## src/rtl/core/bpa_pkg.sv

```systemverilog
// ---------------------------------------------------------------------------
// bpa_pkg
// Shared constants, request codes and bitmap word helpers for the
// bitmap page allocator.
// ---------------------------------------------------------------------------
package bpa_pkg;

  localparam int unsigned NUM_PAGES = 65536;
  localparam int unsigned WORD_BITS = 64;
  localparam int unsigned MAP_WORDS = NUM_PAGES / WORD_BITS;
  localparam int unsigned MAX_RUN   = 1024;

  localparam logic [15:0] BASE_RESET  = 16'd8192;
  localparam logic [16:0] TOTAL_RESET = 17'd65536;
  localparam logic [16:0] FREE_MAX    = 17'd65536;

  typedef enum logic [1:0] {
    KIND_ALLOC   = 2'd0,
    KIND_FREE    = 2'd1,
    KIND_RESERVE = 2'd2,
    KIND_NONE    = 2'd3
  } kind_t;

  typedef enum logic {
    REG_BASE  = 1'b0,
    REG_TOTAL = 1'b1
  } reg_idx_t;

  // Bits of word w that fall inside the page run [s, e).
  function automatic logic [63:0] word_mask(input logic [10:0] w,
                                            input logic [15:0] s,
                                            input logic [16:0] e);
    logic [5:0]  lo;
    logic [63:0] m_lo;
    logic [63:0] m_hi;
    lo   = (w == {1'b0, s[15:6]}) ? s[5:0] : 6'd0;
    m_lo = {64{1'b1}} << lo;
    m_hi = (w == e[16:6]) ? ~({64{1'b1}} << e[5:0]) : {64{1'b1}};
    return m_lo & m_hi;
  endfunction

  // Position of the lowest set bit.
  function automatic logic [5:0] first_set(input logic [63:0] m);
    logic [5:0] pos;
    pos = 6'd0;
    for (int i = 63; i >= 0; i--) begin
      if (m[i]) pos = 6'(i);
    end
    return pos;
  endfunction

endpackage

```

## src/rtl/core/bpa_div.sv

```systemverilog
// ---------------------------------------------------------------------------
// bpa_div
// Restoring divider, one quotient bit per cycle: run offset over alignment.
// ---------------------------------------------------------------------------
module bpa_div
  import bpa_pkg::*;
(
  input  logic        clk,
  input  logic        rst,
  input  logic        start,
  input  logic [9:0]  dividend,
  input  logic [15:0] divisor,
  output logic        done,
  output logic [9:0]  quotient
);

  logic [15:0] rem;
  logic [9:0]  dvd;
  logic [3:0]  cnt;
  logic        busy;
  logic [16:0] trial;

  assign trial = {rem, dvd[9]};

  always_ff @(posedge clk) begin
    if (rst) begin
      busy <= 1'b0;
      done <= 1'b0;
      cnt  <= 4'd0;
    end else begin
      done <= 1'b0;
      if (start) begin
        busy     <= 1'b1;
        rem      <= 16'd0;
        dvd      <= dividend;
        quotient <= 10'd0;
        cnt      <= 4'd0;
      end else if (busy) begin
        // shift in one dividend bit, subtract where it fits
        if (trial >= {1'b0, divisor}) begin
          rem      <= 16'(trial - {1'b0, divisor});
          quotient <= {quotient[8:0], 1'b1};
        end else begin
          rem      <= trial[15:0];
          quotient <= {quotient[8:0], 1'b0};
        end
        dvd <= {dvd[8:0], 1'b0};
        cnt <= cnt + 4'd1;
        if (cnt == 4'd9) begin
          busy <= 1'b0;
          done <= 1'b1;
        end
      end
    end
  end

endmodule

```

## config.mk

```make
export PLATFORM = sky130hd
export DESIGN_NAME = bpa_div
export DESIGN_NICKNAME = d
export VERILOG_FILES = /design/src/rtl/core/bpa_pkg.sv /design/src/rtl/core/bpa_div.sv
export SDC_FILE = /design/constraint.sdc
export NUM_CORES = 1
export LEC_CHECK = 0
export BUFFER_PORTS_ARGS = -buffer_cell sky130_fd_sc_hd__buf_2
export CAP_MARGIN = 20
export CORE_MARGIN = 4
export CORE_UTILIZATION = 45
export DETAILED_ROUTE_END_ITERATION = 6
export GPL_ROUTABILITY_DRIVEN = 0
export HOLD_SLACK_MARGIN = 0.12
export PLACE_DENSITY = 0.65
export SYNTH_ARGS = -nofsm -noshare
export SYNTH_HDL_FRONTEND = slang
export SYNTH_SLANG_ARGS = --single-unit
```

## constraint.sdc

```tcl
create_clock -name clk -period 9.1 [get_ports clk]
set_input_delay 1.82 -clock clk [delete_from_list [all_inputs] [get_ports clk]]
set_output_delay 1.82 -clock clk [all_outputs]
set_load 0.02 [all_outputs]
```

# Word level (Yosys, flattened, before mapping)
# Index checks and enable logic that the tools add are counted.
# totals
in_bits,29
register_bits,42
wordCells,26
mem_bits_ro,0
ram_bits,0
out_inout_bits,11
latchBits,0
memories,0
# op_classes
div_mod_pow,0
magnitude_cmp,1
mul,0
n_eq_ne,1
n_shift,0
reduce_logical,4
n_addsub,2
bitwise,2
n_mux,10
# op_table
cell,n
two-way mux 16 bit,2
two-way mux 10 bit,3
greater-or-equal comparator 17 x 16 -> 1 bit,1
subtractor 16 bit,1
two-way mux 1 bit,5
adder 4 x 1 -> 4 bit (second input constant),1
equality test 4 bit (second input constant),1
OR reduction 3 bit,1
inverter 1 bit,2
AND reduction 2 bit,1
nonzero test 2 bit,1
OR reduction 2 bit,1

# Logic depth before layout (Yosys ltp)
# logic_depth
word_depth,4
ltp_mapped,11
mapped_depth_nobuf,9

# Least setup slack after synthesis
# No wires, ideal clock.
# synth_timing
path_kind,input to register
from,in start
to,"reg dvd[0], enable pin"
n_path_buf,1
setup_time_ns,0.431
required_ns,8.669
stages,3
arrival_time_ns,3.754
slack_ns,4.915
path_cell_list,clkbuf_1 > nor2_1 > nor2_1
# synth_via
elab_chain_cells,2
# synth_lines
item,line_no,text
start: declaration,bpa_div.sv:10,"input logic start,"
nonzero test 2 bit (no line),n/a,
AND reduction 2 bit (no line),n/a,
end signal: assignment,bpa_div.sv:35,dvd <= dividend;
end signal: assignment,bpa_div.sv:47,"dvd <= {dvd[8:0], 1'b0};"
end: declaration,bpa_div.sv:18,logic [9:0] dvd;
# No other way between the ends.
# A chain may end at the register's enable or synchronous reset.

# Worst setup path after layout
# layout_timing
from,in divisor[10]
to,reg rem[14] (data pin)
# layout_via
elab_chain_cells,3
elab_cells_between_ends,4
cone_classes,add/sub (1); order compare (1); mux (2)
# layout_lines
item,line_no,text
start: declaration,bpa_div.sv:12,"input logic [15:0] divisor,"
subtractor 16 bit or greater-or-equal comparator 17 x 16 -> 1 bit (tied branches),"bpa_div.sv:41, bpa_div.sv:40",
two-way mux 16 bit (*),bpa_div.sv:40,"if (trial >= {1'b0, divisor}) begin"
two-way mux 16 bit (*),bpa_div.sv:38,end else if (busy) begin
end signal: assignment,bpa_div.sv:41,"rem <= 16'(trial - {1'b0, divisor});"
end signal: assignment,bpa_div.sv:44,rem <= trial[15:0];
end: declaration,bpa_div.sv:17,logic [15:0] rem;
# Mark *: on every way between the ends. The rest lies on a longest branch, timed or not. The select of a mux whose other input is x is not followed.

==> results.sh <==
export IMPL_synth_area_leaders="edfxtp_1 (38%), ha_1 (8.0%), dfxtp_1 (4.2%)"
export IMPL_hpwl_um=4240
export IMPL_route_detailed_drc=0
export IMPL_clock_latency_ns=0.29
export IMPL_synth_common_cells="edfxtp_1 (36), inv_1 (22), a21oi_1 (21), o21ai_0 (21)"
export IMPL_power_switching_uw=172
export IMPL_worstHoldStart="cnt[3]"
export IMPL_synth_seq_cells=42
export IMPL_hold_buffers=0
export IMPL_slew_headroom_pct=34.0
export IMPL_wl_um=5780
export IMPL_cts_tree="done"
export IMPL_via_count=2177
export IMPL_postRouteAntennaNets=0
export IMPL_hold_path_class="flip-flop to flip-flop"
export IMPL_grt_antenna_before_repair=0
export IMPL_p_int_uw=380
export IMPL_fin_worst_skew_ns=0.00647
export IMPL_r2r_slack_ns=6.30
export IMPL_worstPathRequired_ns=9.22
export IMPL_cts_setup_buffers=0
export IMPL_syn_nets=329
export IMPL_ioPinCount=40
export IMPL_routed_wl_met2_um=2750
export IMPL_status="finished clean"
export IMPL_post_place_ws_ns=4.80
export IMPL_top_layer="met4"
export IMPL_die_area_mm2=0.00761
export IMPL_setup_tns_ns=0
export IMPL_ys_types=47
export IMPL_grt_util_all_layers_pct=15.9
export IMPL_numClockSinks=42
export IMPL_ys_flop_type="edfxtp_1"
export IMPL_ff2ff_path_depth=7
export IMPL_coreArea_mm2=0.00599
export IMPL_swShare_pct=31.2
export IMPL_whs_path_depth=2
export IMPL_first_global_vias=2078
export IMPL_areaGrowthSynthToFinish_pct=11.1
export IMPL_fill_cells=567
export IMPL_grt_max_degree=40
export IMPL_period_minus_slack_ns=4.02
export IMPL_via_per_inst=5.60
export IMPL_drive_above_1_share_pct=21.0
export IMPL_clock_root_buffer="clkbuf_8"
export IMPL_period_share_pct=44.1
export IMPL_maxCapViolCount=0
export IMPL_syn_area_mm2=0.00283
export IMPL_route_met3_wl_um=295
export IMPL_post_cts_resized=0
export IMPL_finalSetupViolations=0
export IMPL_clkTransAtPathRegs_ns=0.08
export IMPL_power_frac_seq_pct=43.4
export IMPL_gr_total_overflow=0
export IMPL_rr_endpoint="rem[14]"
export IMPL_cts_max_path_buffers=2
export IMPL_synth_edf_count=36
export IMPL_io_buffer_count=39
export IMPL_fin_ws_ns=5.08
export IMPL_initial_utilization_pct=47.2
export IMPL_crit_path_max_fanout=17
export IMPL_h_tree_depth=2
export IMPL_fp_dieW_um=87.3
export IMPL_start_kind="primary input"
export IMPL_cts_buffers=5
export IMPL_yosysSeqAreaShare_pct=42.5
export IMPL_p_per_area_mw_per_mm2=176
export IMPL_synth_top_cell_by_area="edfxtp_1"
export IMPL_pwr_share_clk_pct=26.0
export IMPL_die_y_um=87.3
export IMPL_end_kind="flip-flop"
export IMPL_final_hold_violation_count=0
export IMPL_grt_pass1_wl_um=9530
export IMPL_stdcell_area_mm2=0.00314
export IMPL_async_flop_share_pct=0
export IMPL_wl_per_cell_um=14.9
export IMPL_rsz0062_at_grt="false"
export IMPL_cellLeakagePower_nw=1.27
export IMPL_tightest_slew_ns=0.988
export IMPL_p_comb_share_pct=30.6
export IMPL_placed_cell_area_mm2=0.00303
export IMPL_synth_top_area_share_pct=38.2
export IMPL_hold_end="done"
export IMPL_crit_arrival_ns=4.13
export IMPL_rows=28
export IMPL_drt_iter0_markers=153
export IMPL_dr_pass1_iters=5
export IMPL_n_antenna_cell=0
export IMPL_max_freq_ghz=0.249
export IMPL_nNetsFinal=361
export IMPL_wl_met1_um=2650
export IMPL_setup_worst_path_class="primary input to flip-flop"
export IMPL_syn_avg_cell_area_um2=10.1
export IMPL_yosys_warnings=0
export IMPL_yosysMostFrequentCell="edfxtp_1"
export IMPL_finalMaxSlewViolations=0
export IMPL_max_vdd_ir_drop_v=0.000118
export IMPL_r2r_start="rem[9]"
export IMPL_synth_cells=281
## power groups by stage
stage	Combinational, mW	Sequential [mW]	Clock [mW]
CTS	0.169	0.240	0.147
global route	0.189	0.241	0.155
floorplan	0.136	0.243	0
global placement	0.166	0.244	0
finish	0.169	0.239	0.143
detailed placement	0.168	0.244	0
## state kept, by name (all words and copies together), names as in the netlist
name,cells
cnt,4
busy,1
rem,16
done,1
quotient,10
dvd,10
## layout make-up
type / count / area (um2) / share of cell area, %
clock buffer: 6 / 72.6 / 2.31
clock inverter: 2 / 37.5 / 1.20
inverter: 23 / 88.8 / 2.83
multi-input combinational: 202 / 1450 / 46.2
sequential: 42 / 1200 / 38.2
tap: 75 / 93.8 / 2.99
timing repair buffer: 39 / 195 / 6.22
## kinds of logic after synthesis
kind of cell | after synthesis | synth area share (%)
AND/OR/NAND/NOR | 84 | 17.4
AO/OA/AOI/OAI | 78 | 17.8
flip-flops | 42 | 42.5
buffers and inverters | 37 | 6.42
adder cells (fa/ha/maj) | 19 | 8.68
XOR/XNOR | 12 | 3.72
multiplexers | 9 | 3.59
## metrics by stage
step / power (mW) / instances / utilization (%) / hold slack (ns)
floorplan: 0.378 / 281 / - / 0.454
global placement: 0.410 / 381 / 50.6 / 0.477
detailed placement: 0.412 / 381 / 50.6 / 0.482
CTS: 0.556 / 389 / 52.4 / 0.502
global route: 0.585 / 389 / 52.4 / 0.547
finish: 0.551 / 389 / 52.4 / 0.502
## cell usage in the layout (no fill, tap or decap), drive strengths merged, types with 2 or more instances in the layout
cell type	n
clkbuf	6
or4	2
o21ai	25
xnor2	4
and4	2
a21boi	3
a21oi	23
or4b	2
inv	23
o22ai	4
ha	18
or3	6
dfxtp	6
xor2	8
nor2b	10
nand3	7
nand2	18
mux2	9
edfxtp	36
a21o	6
buf	39
o21a	4
a211oi	4
a31oi	2
o211ai	2
nor2	12
nand4	11
nor3	10
## worst max-delay path, stage by stage
cell and delay (ns):
buf_2 0.08, inv_1 0.04, ha_1 0.39, a211oi_1 0.28
nor2_1 0.09, nand3b_4 0.19, o21ai_1 0.74, nor2_1 0.26
a211oi_1 0.25
## per-layer routing
metal	up-vias	GRT usage [%]
met4	0	4.60
met3	9	3.22
met1	1008	21.3
met5	-	0
met2	53	25.9
li1	1107	-
## how the worst max path moves through the flow
| stage | from | endpoint | slack (ns) |
|---|---|---|---|
| 6_report | divisor[10] | rem[14] | 5.08 |
| 5_1_grt | divisor[10] | rem[14] | 4.86 |
| 4_1_cts | divisor[10] | rem[14] | 5.10 |
| 3_5_place_dp | divisor[10] | rem[14] | 4.80 |
| 3_3_place_gp | divisor[4] | rem[14] | 4.97 |
| 2_1_floorplan | start | dvd[0] | 4.91 |
No activity file was read; power rests on OpenSTA's default activity.
